File: src/bmf_pkg.sv
package bmf_pkg;

    localparam int CH_W   = 16;
    localparam int CFG_W  = 10;
    localparam int DATA_W = 32;
    localparam int ADDR_W = 3;
    localparam int SUM_W  = 20;  // nine 16-bit values
    localparam int DIV_W  = 4;   // divisor up to nine
    localparam int CNT_W  = 5;   // sequencer counter, holds SUM_W

    localparam logic [CFG_W-1:0] CFG_SIZE_RESET = 10'd64;
    localparam logic [0:0]       REG_SIZE       = 1'b0;

    typedef logic [CH_W-1:0] t_chan;

    typedef struct packed {
        t_chan red;
        t_chan green;
        t_chan blue;
    } t_rgb;

    typedef enum logic {
        OP_PIXEL = 1'b0,
        OP_DRAIN = 1'b1
    } t_op;

    typedef enum logic [2:0] {
        ST_IDLE,
        ST_READ,
        ST_CHECK,
        ST_SHIFT,
        ST_SUM,
        ST_DIV,
        ST_PUT,
        ST_STEP
    } t_state;

    typedef struct packed {
        logic       start;
        logic       shift;
        logic       acc;
        logic [1:0] col;
        logic       post;
        logic       div_load;
        logic       div_step;
        logic       put;
        logic       step;
    } t_cmd;

    typedef struct packed {
        logic full;
        logic pre;
        logic post;
        logic out_free;
    } t_stat;

endpackage

File: src/bmf_cfg.sv
module bmf_cfg #(
    parameter int MAX_SIZE = 512
) (
    input  logic                          i_clk,
    input  logic                          i_rst_n,
    input  logic                          i_psel,
    input  logic                          i_penable,
    input  logic                          i_pwrite,
    input  logic [bmf_pkg::ADDR_W-1:0]    i_paddr,
    input  logic [bmf_pkg::DATA_W-1:0]    i_pwdata,
    output logic [bmf_pkg::DATA_W-1:0]    o_prdata,
    output logic [$clog2(MAX_SIZE+1)-1:0] o_size,
    output logic                          o_wr
);
    import bmf_pkg::*;

    localparam int SW = $clog2(MAX_SIZE+1);

    logic [CFG_W-1:0] r_size;
    logic [0:0]       idx;
    logic [31:0]      wide;

    assign idx  = i_paddr[ADDR_W-1:2];
    assign o_wr = i_psel && i_penable && i_pwrite && (idx == REG_SIZE);

    always_ff @(posedge i_clk) begin
        if (!i_rst_n) begin
            r_size <= CFG_SIZE_RESET;
        end else if (o_wr) begin
            r_size <= i_pwdata[CFG_W-1:0];
        end
    end

    // zero acts as one, oversize saturates
    always_comb begin
        wide = 32'(r_size);
        if (wide == 32'd0) begin
            wide = 32'd1;
        end else if (wide > 32'(MAX_SIZE)) begin
            wide = 32'(MAX_SIZE);
        end
        o_size = wide[SW-1:0];
    end

    assign o_prdata = (idx == REG_SIZE) ? DATA_W'(r_size) : '0;

endmodule

File: config.mk
export PLATFORM = sky130hd
export DESIGN_NAME = bmf_cfg
export DESIGN_NICKNAME = d
export VERILOG_FILES = /design/src/bmf_pkg.sv /design/src/bmf_cfg.sv
export SDC_FILE = /design/constraint.sdc
export NUM_CORES = 1
export LEC_CHECK = 0
export BUFFER_PORTS_ARGS = -buffer_cell sky130_fd_sc_hd__buf_4
export CORE_MARGIN = 1.5
export CORE_UTILIZATION = 30
export DETAILED_ROUTE_END_ITERATION = 16
export PLACE_DENSITY_LB_ADDON = 0.15
export RECOVER_POWER = 25
export SYNTH_ARGS = -nofsm -noshare
export SYNTH_HDL_FRONTEND = slang
export SYNTH_SLANG_ARGS = --single-unit
export TNS_END_PERCENT = 100
File: constraint.sdc
create_clock -name i_clk -period 1.1 [get_ports i_clk]
set_input_delay 0.22 -clock i_clk [delete_from_list [all_inputs] [get_ports i_clk]]
set_output_delay 0.22 -clock i_clk [all_outputs]
set_load 0.1 [all_outputs]
# Word-level counts from Yosys, hierarchy flattened
# Cells that the tools add are included.
# word_totals
register_bits	10
in_bits	40
# classes
bitwise_logic	1
n_reduce_logical	4
order_cmp	1
mux	3
# op_table
op	count
two-way mux 10 bit	3
> comparator 10 bit (second input constant)	1
logical NOT 10 bit	1
logical AND 1 bit	3
inverter 1 bit	1

# Depth between registers and ports, before layout
# depth
ltp_word	3
depth_mapped	5
mapped_depth_nobuf	4

# Worst setup path after synthesis
# OpenSTA, ideal clock, no wires.
# synth_timing
kind	reg2out
start	register r_size[9]
end	output o_prdata[9] (netlist bit)
path_slack_ps	-1068
stages_incl_launch_ff	3
t_required_ps	880
path_buffers	1
arrival_time_ps	1948
cell_sequence	dfxtp_1 -> clkbuf_1 -> nor2b_1
# synth_via
elab_chain_cells	1
# synth_lines
element	line	text
from (decl)	bmf_cfg.sv:19	logic [CFG_W-1:0] r_size;
from (signal assigned)	bmf_cfg.sv:30	r_size <= i_pwdata[CFG_W-1:0];
two-way mux 10 bit	bmf_cfg.sv:45	assign o_prdata = (idx == REG_SIZE) ? DATA_W'(r_size) : '0;
to (decl)	bmf_cfg.sv:11	output logic [bmf_pkg::DATA_W-1:0] o_prdata,
# Every way passes these cells.

# Worst setup path in the final report
# layout_timing
start	register r_size[2]
end	output o_size[0]
# layout_via
elab_chain_cells	3
elab_cells_between_ends	4
cone_classes	1 x order compare; 2 x mux; 1 x reduce/logical
# layout_lines
element	line	text
> comparator 10 bit	bmf_cfg.sv:39	end else if (wide > 32'(MAX_SIZE)) begin
two-way mux 10 bit	bmf_cfg.sv:39	
two-way mux 10 bit (*)	bmf_cfg.sv:37	if (wide == 32'd0) begin
to (decl)	bmf_cfg.sv:12	output logic [$clog2(MAX_SIZE+1)-1:0] o_size,
# Every way passes the cells marked *; elsewhere a longest branch is shown, timed or not.

==> flow_metrics.py <==
metrics = {
    "global_route": {
        "overflow": 0,
        "grt_util_met3_pct": 0.857,
        "grt_max_degree": 11,
        "grt.busiest_layer": "met2",
        "grtUsageMet1_pct": 18.8,
        "grt.met2_usage_pct": 27.7,
        "grtUsageTotal_pct": 15.8,
        "grt_pass1_wl_um": 3060,
        "antenna_found_initial": 0,
        "grt_pass1_vias": 657,
    },
    "clocking": {
        "cts_tree": "yes",
        "cts-htree-levels": 1,
        "clock_latency_ns": 0.26,
        "cts-root-buf": "clkbuf_4",
        "numClockSinks": 10,
        "cts_buffer_depth": 2,
        "clk_pin_slew_ns": 0.07,
        "postCtsHoldBufs": 0,
        "cts_buffers": 3,
    },
    "placed_design": {
        "dp.cells": 165,
        "io_buffers": 36,
        "place_congestion": 0.716,
        "dpl.hpwl_um": 1500,
    },
    "finish": {
        "finish.net_count": 187,
        "finalNonFillerCells": 174,
        "largestRegisters": "r_size (10)",
        "antennaDiodeCount": 0,
        "largest_reg_flops": 10,
        "regMostFlops": "r_size",
        "syn_to_final_growth_pct": 117,
        "drive_gt1_share_pct": 69.2,
    },
    "power_and_ir_drop": {
        "power_density_nw_per_um2": 883,
        "p_switching_uw": 681,
        "p_comb_share_pct": 50.1,
        "p_leak_uw": 0.000702,
        "vdd_ir_drop_max_uv": 513,
        "p_sw_share_pct": 47.8,
        "finalPower_uw": 1420,
        "sequentialPowerShare_pct": 26.5,
        "p_int_uw": 744,
        "clkPwrFrac_pct": 23.5,
    },
    "drt": {
        "post-route-drc-count": 0,
        "wl_per_cell_um": 12.4,
        "drt_iter0_markers": 6,
        "detail_route.first_pass.iterations": 4,
        "vias": 732,
        "vias_per_cell": 4.21,
        "ant_nets": 0,
        "wl_um": 2170,
    },
    "setup_path": {
        "rrSetupSlack_ns": 0.19,
        "worst-endpoint-arrival_ns": 1.30,
        "critPathLaunch": "r_size[2]",
        "r2r_start": "r_size[3]",
        "cp_max_fo": 2,
        "reg2reg_depth": 5,
        "cpPeakStageDelay_ns": 0.36,
        "path_cells": "nor4_4, a21oi_2, nor2_4, buf_12",
        "r2r-end": "r_size[3]",
        "cp-start-kind": "flop",
        "required_ns": 0.88,
        "cp_slowest_cell": "dfxtp_4",
        "critPathCaptureType": "output port",
        "crit_path_end": "o_size[0]",
        "crit_type": "reg -> out",
    },
    "floorplanning": {
        "core_area_um2": 2280,
        "start_util_pct": 32.7,
        "io_pins": 83,
        "row_count": 17,
        "die_w_um": 52.8,
        "dieArea_um2": 2790,
        "die-height_um": 52.8,
    },
    "timing": {
        "finalCritPeriodShare_pct": 138,
        "worst_clock_skew_ns": 0,
        "fmax_mhz": 657,
        "final_hold_viol_count": 0,
        "setup-violations-final": 20,
        "worst_slack_ns": -0.423,
        "fin_crit_ns": 1.52,
        "drv_slew": 0,
        "rsz0062_at_grt": "yes",
    },
    "yosys": {
        "avgSynthCellArea_um2": 8.08,
        "yosysWarnings": 0,
        "synth_area_um2": 743,
        "yosysSeqAreaShare_pct": 26.9,
        "netlist_instances": 92,
        "yosys_register_bits": 10,
        "netlist-cell-type-count": 16,
    },
    "worst_hold_path": {
        "worstHoldStart": "i_pwdata[6]",
        "hold_class": "in -> reg",
    },
    "run_status": {
        "violations": "setup timing",
        "status": "finished with violations",
    },
    "flow_run": {
        "maxCapViolations": 0,
    },
}
final cells by class:
cell class / count / area [um2]
clock buffers: 4 / 36.3
fillers: 170 / 662
inverters: 1 / 3.75
multi-input cells: 75 / 578
flip-flops and latches: 10 / 220
well taps: 28 / 35.0
repair buffers: 56 / 741
power by group through the flow:
stage	combinational [uW]	sequential [uW]	clock, uW
2_1_floorplan	600	385	0
5_1_grt	735	378	376
3_3_place_gp	640	385	0
6_report	714	377	334
3_5_place_dp	644	385	0
4_1_cts	711	379	342
timing repair:
item | in CTS | in global routing
buffers inserted | 4 | 2
endpoints found under the setup margin | 21 | 20
resized for setup | 87 | 6
pin swaps | 4 | 3
Yosys cell counts (all sizes together):
library cell / count / share of area, %
and2b: 4 / 4.0
a21boi: 9 / 13
nand3: 1 / 0.67
buf: 24 / 25
nor2: 1 / 0.50
clkbuf: 3 / 1.5
nand2: 20 / 10
conb: 1 / 0.50
inv: 1 / 0.50
dfxtp: 10 / 27
nor4: 2 / 1.7
a21oi: 1 / 0.67
nor2b: 14 / 12
nand4b: 1 / 3.2
routing by layer:
layer | wire [um] | up-vias | part of all wire [%]
met5 | 0 | - | 0
met2 | 1230 | 33 | 57
met3 | 85 | 2 | 3.9
li1 | - | 359 | -
met4 | 27 | 0 | 1.2
met1 | 817 | 338 | 38
how the worst min path moves through the flow:
stage	endpoint	slack, ns	cells after the start
5_1_grt	r_size[6]	0.17	3
3_5_place_dp	r_size[6]	0.44	3
4_1_cts	r_size[6]	0.17	3
3_3_place_gp	r_size[6]	0.44	3
6_report	r_size[6]	0.17	3
2_1_floorplan	r_size[6]	0.29	1
stage by stage:
step | utilization (%) | worst slack (ns) | hold WS, ns | TNS (ns) | cell area [um2]
final | 70.9 | -0.423 | 0.170 | -4.34 | 1610
after global routing | 70.9 | -0.506 | 0.172 | -5.44 | 1610
after CTS | 69.8 | -0.442 | 0.166 | -4.30 | 1590
after detailed placement | 52.4 | -0.267 | 0.445 | -0.468 | 1190
after global placement | 52.4 | -0.242 | 0.437 | -0.365 | 1190
after floorplan | - | -0.298 | 0.292 | -1.26 | 977
cell usage in the layout (no fill, tap or decap), drive strengths merged:
| master | count |
|---|---|
| and2b | 4 |
| a21boi | 9 |
| inv | 1 |
| dfxtp | 10 |
| buf | 55 |
| nand4b | 1 |
| clkbuf | 5 |
| a21oi | 1 |
| nand3 | 1 |
| nand2 | 20 |
| conb | 22 |
| nor2 | 1 |
| nor2b | 14 |
| nor4 | 2 |
worst max-delay path: cells and delay by family, from the launching register on:
kind            cells  cell delay (ns)
buf+inv             1             0.18
flops               1             0.36
compound gates      1             0.11
simple gates        2             0.39
logic make-up after synthesis:
kind of cell    Yosys count  synth area share, %
compound gates           10                 13.8
buf+inv                  28                 26.8
flops                    10                 26.9
other cells               1                0.505
simple gates             43                 32.0
No activity file was read; power rests on OpenSTA's default activity.
