===== config.mk =====
export PLATFORM = sky130hd
export DESIGN_NAME = bmf_ctrl
export DESIGN_NICKNAME = d
export VERILOG_FILES = /design/src/bmf_pkg.sv /design/src/bmf_ctrl.sv
export SDC_FILE = /design/constraint.sdc
export NUM_CORES = 1
export LEC_CHECK = 0
export ABC_AREA = 1
export BUFFER_PORTS_ARGS = -buffer_cell sky130_fd_sc_hd__buf_2
export CORE_AREA = 2 2 40 42
export DETAILED_ROUTE_END_ITERATION = 8
export DIE_AREA = 0 0 42 44
export HOLD_SLACK_MARGIN = 0.15
export PLACE_DENSITY = 0.91
export RECOVER_POWER = 25
export SLEW_MARGIN = 25
export SYNTH_ARGS = -nofsm -noshare
export SYNTH_HDL_FRONTEND = slang
export SYNTH_SLANG_ARGS = --single-unit

===== constraint.sdc =====
create_clock -name i_clk -period 3.7 [get_ports i_clk]
set_input_delay 0.185 -clock i_clk [delete_from_list [all_inputs] [get_ports i_clk]]
set_output_delay 0.185 -clock i_clk [all_outputs]
set_load 0.02 [all_outputs]

===== src/bmf_pkg.sv =====
package bmf_pkg;

    localparam int CH_W   = 16;
    localparam int CFG_W  = 10;
    localparam int DATA_W = 32;
    localparam int ADDR_W = 3;
    localparam int SUM_W  = 20;  // nine 16-bit values
    localparam int DIV_W  = 4;   // divisor up to nine
    localparam int CNT_W  = 5;   // sequencer counter, holds SUM_W

    localparam logic [CFG_W-1:0] CFG_SIZE_RESET = 10'd64;
    localparam logic [0:0]       REG_SIZE       = 1'b0;

    typedef logic [CH_W-1:0] t_chan;

    typedef struct packed {
        t_chan red;
        t_chan green;
        t_chan blue;
    } t_rgb;

    typedef enum logic {
        OP_PIXEL = 1'b0,
        OP_DRAIN = 1'b1
    } t_op;

    typedef enum logic [2:0] {
        ST_IDLE,
        ST_READ,
        ST_CHECK,
        ST_SHIFT,
        ST_SUM,
        ST_DIV,
        ST_PUT,
        ST_STEP
    } t_state;

    typedef struct packed {
        logic       start;
        logic       shift;
        logic       acc;
        logic [1:0] col;
        logic       post;
        logic       div_load;
        logic       div_step;
        logic       put;
        logic       step;
    } t_cmd;

    typedef struct packed {
        logic full;
        logic pre;
        logic post;
        logic out_free;
    } t_stat;

endpackage


===== src/bmf_ctrl.sv =====
module bmf_ctrl (
    input  logic           i_clk,
    input  logic           i_rst_n,
    input  logic           i_in_valid,
    input  logic           i_in_op,
    input  bmf_pkg::t_stat i_stat,
    output logic           o_in_ready,
    output bmf_pkg::t_cmd  o_cmd
);
    import bmf_pkg::*;

    t_state          r_state, n_state;
    logic [CNT_W-1:0] r_cnt;
    logic            r_post;
    logic            r_made;
    logic            r_try;
    logic            r_drain;
    logic            ignore;

    assign ignore = (i_in_op == OP_PIXEL) ? i_stat.full : !i_stat.full;

    always_comb begin
        n_state = r_state;
        unique case (r_state)
            ST_IDLE:  if (i_in_valid && !ignore) n_state = ST_READ;
            ST_READ:  n_state = ST_CHECK;
            ST_CHECK: n_state = i_stat.pre ? ST_SUM : ST_SHIFT;
            ST_SHIFT: n_state = i_stat.post ? ST_SUM : ST_STEP;
            ST_SUM:   if (r_cnt == CNT_W'(2)) n_state = ST_DIV;
            ST_DIV:   if (r_cnt == CNT_W'(SUM_W)) n_state = ST_PUT;
            ST_PUT:   if (i_stat.out_free) n_state = r_post ? ST_STEP : ST_SHIFT;
            ST_STEP:  n_state = (r_drain && !r_made && !r_try) ? ST_READ : ST_IDLE;
            default:  n_state = ST_IDLE;
        endcase
    end

    always_comb begin
        o_cmd      = '0;
        o_cmd.post = r_post;
        o_cmd.col  = r_cnt[1:0];
        o_in_ready = 1'b0;
        unique case (r_state)
            ST_IDLE: begin
                o_in_ready  = 1'b1;
                o_cmd.start = i_in_valid && !ignore;
            end
            ST_SHIFT: o_cmd.shift = 1'b1;
            ST_SUM:   o_cmd.acc = 1'b1;
            ST_DIV: begin
                o_cmd.div_load = (r_cnt == '0);
                o_cmd.div_step = (r_cnt != '0);
            end
            ST_PUT:  o_cmd.put = i_stat.out_free;
            ST_STEP: o_cmd.step = 1'b1;
            default: ;
        endcase
    end

    always_ff @(posedge i_clk) begin
        if (!i_rst_n) begin
            r_state <= ST_IDLE;
            r_cnt   <= '0;
            r_post  <= 1'b0;
            r_made  <= 1'b0;
            r_try   <= 1'b0;
            r_drain <= 1'b0;
        end else begin
            r_state <= n_state;
            if (r_state != n_state) begin
                r_cnt <= '0;
            end else if (r_state == ST_SUM || r_state == ST_DIV) begin
                r_cnt <= r_cnt + CNT_W'(1);
            end
            if (o_cmd.start) begin
                r_made  <= 1'b0;
                r_try   <= 1'b0;
                r_drain <= (i_in_op == OP_DRAIN);
            end
            if (r_state == ST_CHECK) r_post <= 1'b0;
            if (r_state == ST_SHIFT) r_post <= 1'b1;
            if (o_cmd.put) r_made <= 1'b1;
            if (r_state == ST_STEP) r_try <= 1'b1;
        end
    end

endmodule


# Yosys cells after proc, flatten, opt, wreduce, memory -nomap -nowiden
# Index checks and enable logic that the tools add are counted.
# word_totals
word_cells	55
output_inout_bits	11
register_bits	12
inputBits	8
# op_classes
addsub	1
mux	22
eq_ne	10
bitwise	1
n_reduce_logical	15
# op_table
cell	n
$pmux W3 S8	1
$mux W3	6
$mux W1	13
$eq A3 B3 Y1 const B	4
$eq A3 B2 Y1 const B	2
$reduce_bool A2 Y1	3
$add A5 B1 Y5 const B	1
$eq A5 B2 Y1 const B	1
$eq A5 B5 Y1 const B	1
$logic_not A5 Y1	1
$reduce_bool A5 Y1	1
$logic_not A1 Y1	4
$mux W2	2
$eq A3 B1 Y1 const B	1
$logic_and A1 B1 Y1	3
$logic_not A3 Y1	1
$ne A3 B3 Y1	1
$reduce_or A2 Y1	1
$logic_or A1 B1 Y1	1
$not A1 Y1	1

# Depth between registers and ports, before layout
# Gate-level depths: netlist of the first run.
# depth
word_depth	8
depth_mapped	11
ltp_nobuf	11

# Worst setup path before layout of the first run
# No wires, ideal clock.
# synth_path
kind	flip-flop to flip-flop
start	register r_state[2]
end	register r_cnt[1]
slack_ns	2.245
period_less_slack_ns	1.455
t_arrival_ns	1.338
required_time_ns	3.583
setup_ns	0.117
path_stages_with_launch	7
path_buffers	0
cell_sequence	dfxtp_1 -> nor3_2 -> nand4_1 -> nand3_1 -> nand2_1 -> nand2_2 -> nor2_1
# synth_via
elab_chain_cells	4
elab_cells_between_ends	16
# synth_lines
element	line_no	rtl
from (decl)	bmf_ctrl.sv:12	t_state r_state, n_state;
from (signal assigned)	bmf_ctrl.sv:68	r_state <= n_state;
$eq A3 B3 Y1 (tied with other cells)	bmf_ctrl.sv:24	unique case (r_state)
$pmux W3 S8	bmf_ctrl.sv:24	
$ne A3 B3 Y1	bmf_ctrl.sv:69	if (r_state != n_state) begin
$reduce_or A2 Y1 (no source line)	-	
to (signal assigned)	bmf_ctrl.sv:72	r_cnt <= r_cnt + CNT_W'(1);
to (decl)	bmf_ctrl.sv:13	logic [CNT_W-1:0] r_cnt;
# Parallel ways exist; a longest one is shown, timed or not.
# A chain may end at the register's enable or synchronous reset.

==> results.yml, run 1 <==
sta:
  relSlewSlack: 0.7547
  drv_slew: 0
  finalSetupTns_ps: 0
  finClkSkew_ps: 4.158
  whs_ps: 232.3
  finalSetupViolCount: 0
  hold_viol: 0
  layout_min_cycle_time_ps: 1738
  max_clock_freq_ghz: 0.5755
  min_period_over_period: 0.4696
  rsz0062_at_grt: "false"
  tightest_slew_ps: 366.6
grt:
  antenna_found_initial: 0
  grt_max_degree: 8
  grt_overflow_total: 0
  grt_pass1_wl_microns: 2925
  first_global_vias: 741
  track_usage: 0.2133
synthesis:
  netlist_area_sq_um: 735.7
  yosysSeqAreaShare: 0.3265
  ys.warnings.count: 0
  netlist_instances: 111
  synth_edf_count: 0
  syn_avg_cell_area_sq_um: 6.628
  synth.distinct_cells: 21
  synth-async-reset-ratio: 0
  synth_seq_cells: 12
  synth-main-ff-cell: "dfxtp_1"
  syn_nets: 122
detailed_routing:
  ant_nets: 0
  drt-pass1-iter-count: 4
  drt_iter0_markers: 29
  topRoutingLayerUsed: "met4"
  dr_wl_met2_microns: 881
  routed_wl_microns: 1735
  wire_per_inst_microns: 11.80
  via_per_inst: 5.259
  wl_met1_microns: 694
  vias: 773
  drcViolationCount: 0
  dr_wl_met3_microns: 106
floorplan:
  die_h_microns: 44
  start_util: 0.5185
  core_area_sq_um: 1419
  io_pins: 19
  die_w_microns: 42
  die_area_sq_um: 1848
  rows: 14
critical_path:
  crit_type: "register to output port"
  max_stage_delay_ps: 440
  cp-end-kind: "output port"
  cp_slowest_cell: "dfxtp_1"
  crit_path_start_kind: "register"
  reg2reg_slack_ps: 2090
  path_max_fanout: 5
  cp_data_arrival_time_ps: 1550
  path_cells: "inv_1 -> nor2_1 -> inv_1 -> nor2_1 -> buf_2"
  cp.required_ps: 3510
clocking:
  h-tree-depth: 1
  numCtsBuffers: 3
  post_cts_buffers: 0
  clockRootBuffer: "clkbuf_4"
  worstSkewPairLatency_ps: 280
  cts_tree: "built"
  cts.clk_slew.worst_paths_ps: 80
  cts_buffer_depth: 2
  cts_sinks: 12
power:
  vdd_drop_max_v: 0.0002172
  p_per_area_nw_per_um2: 357.0
  leakagePower_nw: 0.4285
placement:
  dp_cells: 142
  dp_hpwl_microns: 1270
  gp_congestion: 0.9148
  port_buffers: 18
outcome:
  status: "complete, no violations"
layout:
  final_cells: 147
  area_growth_syn_to_layout_pct: 17.35
  nets: 143
  drive_above_1_share: 0.2290
  n_antenna_cell: 0
job:
  cap_viol_max_count: 0
worst_hold_path:
  hold_path.class: "primary input to register"
cell families (layout without fill, tap and decap cells):
logic type | after synthesis | in the layout | synth area share
buf+inv | 20 | 40 | 0.1173
simple gates | 59 | 59 | 0.3639
compound gates | 13 | 13 | 0.09353
xor+xnor | 4 | 4 | 0.04761
flops | 12 | 12 | 0.3265
fa+ha+maj | 3 | 3 | 0.05103
power breakdown:
| group | total, mW | leakage (nW) | switching [mW] | internal, mW |
|---|---|---|---|---|
| sequential | 0.141 | 0.0972 | 0.00700 | 0.134 |
| combinational | 0.0574 | 0.310 | 0.0374 | 0.0200 |
| clock | 0.110 | 0.0210 | 0.0496 | 0.0599 |
cell usage in the layout (no fill, tap or decap), types with 3 or more instances in the layout:
| cell | synthesis | final |
|---|---|---|
| a21oi_1 | 5 | 5 |
| a31oi_1 | 3 | 3 |
| buf_2 | 0 | 15 |
| clkbuf_1 | 0 | 3 |
| clkbuf_4 | 0 | 3 |
| dfxtp_1 | 12 | 12 |
| ha_1 | 3 | 3 |
| inv_1 | 15 | 16 |
| nand2_1 | 20 | 20 |
| nand2_2 | 4 | 4 |
| nand3_1 | 5 | 5 |
| nor2_1 | 19 | 20 |
| nor2_2 | 5 | 4 |
| o21ai_0 | 4 | 4 |
| xor2_1 | 4 | 4 |
synth_stat cells (2+ instances only):
| cell type | instances | share of area |
|---|---|---|
| nor2_2 | 5 | 0.043 |
| buf_4 | 3 | 0.031 |
| dfxtp_1 | 12 | 0.33 |
| nand2_1 | 20 | 0.10 |
| inv_1 | 15 | 0.077 |
| xor2_1 | 4 | 0.048 |
| nand3_1 | 5 | 0.034 |
| nand2_2 | 4 | 0.034 |
| a31oi_1 | 3 | 0.026 |
| a21oi_1 | 5 | 0.034 |
| ha_1 | 3 | 0.051 |
| o21ai_0 | 4 | 0.027 |
| inv_2 | 2 | 0.010 |
| nor2_1 | 19 | 0.097 |
flip-flops by register name (all words and copies together) (netlist names):
signal / count
r_post: 1
r_try: 1
r_cnt: 5
r_drain: 1
r_made: 1
r_state: 3
critical path, delay by kind of cell (launching register included):
family,cells,cell delay [ps]
AND/OR/NAND/NOR,2,420
flip-flops,1,440
buffers and inverters,3,400
worst paths after layout:
kind,cells after the start,from,endpoint
max,5,r_state[1],o_cmd[8]
min reg2reg,2,r_made,r_made
max reg2reg,9,r_state[1],r_cnt[3]
min,3,i_in_op,r_drain
what timing repair did:
| item | CTS | global route |
|---|---|---|
| endpoints found under the hold margin | 1 | 0 |
| hold buffers | 1 | 0 |
| endpoints found under the setup margin | 0 | 0 |
| resized for setup | 0 | 0 |
stage by stage:
step | instance area (sq um) | utilization | worst slack [ps] | total power, mW
finish | 863.3 | 0.6085 | 1962 | 0.3082
global route | 863.3 | 0.6085 | 1859 | 0.3210
CTS | 869.6 | 0.6129 | 1989 | 0.3089
detailed placement | 823.3 | 0.5802 | 2298 | 0.2000
global placement | 823.3 | 0.5802 | 2306 | 0.1980
floorplan | 735.7 | - | 2245 | 0.1847
layer usage:
metal | track usage | up-vias
met5 | 0 | -
met4 | 0.1290 | 0
met3 | 0.05000 | 7
met2 | 0.3781 | 27
met1 | 0.2314 | 352
li1 | - | 387
final cells by class:
class	count	area, sq um
multi-input combinational	79	406.6
tap	16	20.02
clock buffer	4	36.28
timing repair buffer	19	96.34
sequential	12	240.2
fill	128	555.5
inverter	17	63.81
Note: power is estimated with default switching activity, not from simulation.
==> run 2, diff against run 1 <==
--- a/config.mk
+++ b/config.mk
@@ -7,11 +7,11 @@
 export LEC_CHECK = 0
 export ABC_AREA = 1
 export BUFFER_PORTS_ARGS = -buffer_cell sky130_fd_sc_hd__buf_2
-export CORE_AREA = 2 2 40 42
+export CORE_AREA = 2 2 42 44
 export DETAILED_ROUTE_END_ITERATION = 8
-export DIE_AREA = 0 0 42 44
+export DIE_AREA = 0 0 44 46
 export HOLD_SLACK_MARGIN = 0.15
-export PLACE_DENSITY = 0.91
+export PLACE_DENSITY = 0.84
 export RECOVER_POWER = 25
 export SLEW_MARGIN = 25
 export SYNTH_ARGS = -nofsm -noshare
==> constraint.sdc (replaced) <==
create_clock -name i_clk -period 1.6 [get_ports i_clk]
set_input_delay 0.08 -clock i_clk [delete_from_list [all_inputs] [get_ports i_clk]]
set_output_delay 0.08 -clock i_clk [all_outputs]
set_load 0.02 [all_outputs]
==> run 2 against run 1 <==
  * Clock power up 120%
  * Register-to-register slack got worse by 1900 ps
  * Sequential power rose by 130%
  * Final area up 3.8%
  * Critical endpoint is now o_cmd[1]
  * First-iteration DRC count shrank 31%
  * Worst setup slack got worse by 1900 ps
  * Via count shrank 0.91%
  * Critical path depth unchanged
  * Sequential cell count is the same
  * Count of clock-buffer cells in the layout unchanged
  * Hold slack lost 26 ps
  * Power increased by 130%
==> results.yml, run 2 (synthesis results as in run 1) <==
critical_path:
  path_cells: "nand2_2 -> inv_1 -> nand2_2 -> nor2_2 -> buf_2"
  cp_common_cell: "nand2_2"
  endpoint: "o_cmd[1]"
  cp.required_ps: 1520
  r2r-end: "r_cnt[3]"
  max_stage_delay_ps: 500
  path_max_fanout: 7
  cp_slowest_cell: "dfxtp_1"
  reg2reg_slack_ps: 140
  reg2reg_depth: 9
  crit_path_start_kind: "register"
  crit_type: "register to output port"
  reg2reg_from: "r_state[1]"
  cp-end-kind: "output port"
  cp_data_arrival_time_ps: 1410
  crit_start: "r_state[2]"
placement:
  placed_cell_area_sq_um: 824.5
  dp_cells: 143
  gp_congestion: 0.9151
  port_buffers: 18
  dp_slack_ps: 152.8
  dp_hpwl_microns: 1260
sta:
  whs_ps: 206.8
  finalWorstSetupSlack_ps: 110.0
  finClkSkew_ps: 4.113
  layout_min_cycle_time_ps: 1490
  max_clock_freq_ghz: 0.6711
  relSlewSlack: 0.7726
  min_period_over_period: 0.9313
  hold_viol: 0
  finalSetupTns_ps: 0
  drv_slew: 0
  finalSetupViolCount: 0
  tightest_slew_ps: 338.0
  rsz0062_at_grt: "false"
power:
  leakagePower_nw: 0.4408
  total_power_mw: 0.7086
  p_per_area_nw_per_um2: 790.9
  vdd_drop_max_v: 0.0004720
layout:
  nets: 146
  reg_top3: "r_cnt x5, r_state x3"
  fin_util: 0.5550
  layout_common_cells: "nand2_1 (20), nor2_1 (19), inv_1 (15), buf_2 (15), dfxtp_1 (11)"
  final_common_cell: "nand2_1"
  drive_above_1_share: 0.2687
  final_cell_area_sq_um: 895.9
  largest-register: "r_cnt"
  largest_reg_flops: 5
  n_antenna_cell: 0
  area_growth_syn_to_layout_pct: 21.77
  final_cells: 151
worst_hold_path:
  hold_path.class: "primary input to register"
detailed_routing:
  drt-pass1-iter-count: 4
  drt_iter0_markers: 20
  drcViolationCount: 0
  vias: 766
  via_per_inst: 5.073
  routed_wl_microns: 1627
  wire_per_inst_microns: 10.77
  ant_nets: 0
floorplan:
  core_area_sq_um: 1614
  die_area_sq_um: 2024
  start_util: 0.4558
  die_w_microns: 44
  die_h_microns: 46
  rows: 15
  io_pins: 19
grt:
  first_global_vias: 677
  grt_overflow_total: 0
  track_usage: 0.1701
  antenna_found_initial: 0
  grt_max_degree: 8
  grt_pass1_wl_microns: 2490
clocking:
  numCtsBuffers: 3
  cts_tree: "built"
  cts_sinks: 12
  worstSkewPairLatency_ps: 280
  h-tree-depth: 1
  cts_buffer_depth: 2
  clockRootBuffer: "clkbuf_4"
  cts.clk_slew.worst_paths_ps: 80
outcome:
  status: "complete, no violations"
job:
  cap_viol_max_count: 0
run 2: cell count changes in the layout (fill, tap and decap cells not counted), sizes merged:
cell         delta
buf             +2
dlygate4sd3     +1
run 2: how the worst min path moves through the flow:
stage / cells after the start / startpoint / to
after detailed placement: 3 / i_rst_n / r_state[1]
after global placement: 3 / i_rst_n / r_state[1]
final: 4 / i_stat[0] / r_state[2]
after CTS: 4 / i_stat[0] / r_state[2]
after floorplan: 2 / i_rst_n / r_state[1]
after global routing: 4 / i_stat[0] / r_state[2]
run 2: cell type report:
| type | count | area [sq um] |
|---|---|---|
| inverters | 17 | 63.81 |
| clock buffers | 4 | 36.28 |
| fillers | 154 | 718.2 |
| flip-flops and latches | 12 | 241.5 |
| well taps | 17 | 21.27 |
| multi-input cells | 79 | 411.6 |
| repair buffers | 22 | 121.4 |
run 2: repair_timing:
action,CTS,global route
endpoints found under the setup margin,0,4
hold buffers,2,0
endpoints found under the hold margin,5,0
setup buffers,0,2
resized for setup,0,3
run 2: per-layer routing:
layer	routed length, microns	vias up	GRT usage	part of all wire
met5	0	-	0	0
met4	34	0	0.1212	0.021
met3	52	5	0.05952	0.032
met2	850	27	0.2912	0.52
met1	690	343	0.1718	0.42
li1	-	391	-	-
run 2: critical path: cells and delay by family (launching register included):
kind | cells | cell delay [ps]
flops | 1 | 500
simple gates | 3 | 340
buf+inv | 2 | 300
run 2: where the power goes:
group	switching, mW	internal, mW
combinational	0.0841	0.0547
clock	0.105	0.138
sequential	0.0158	0.311
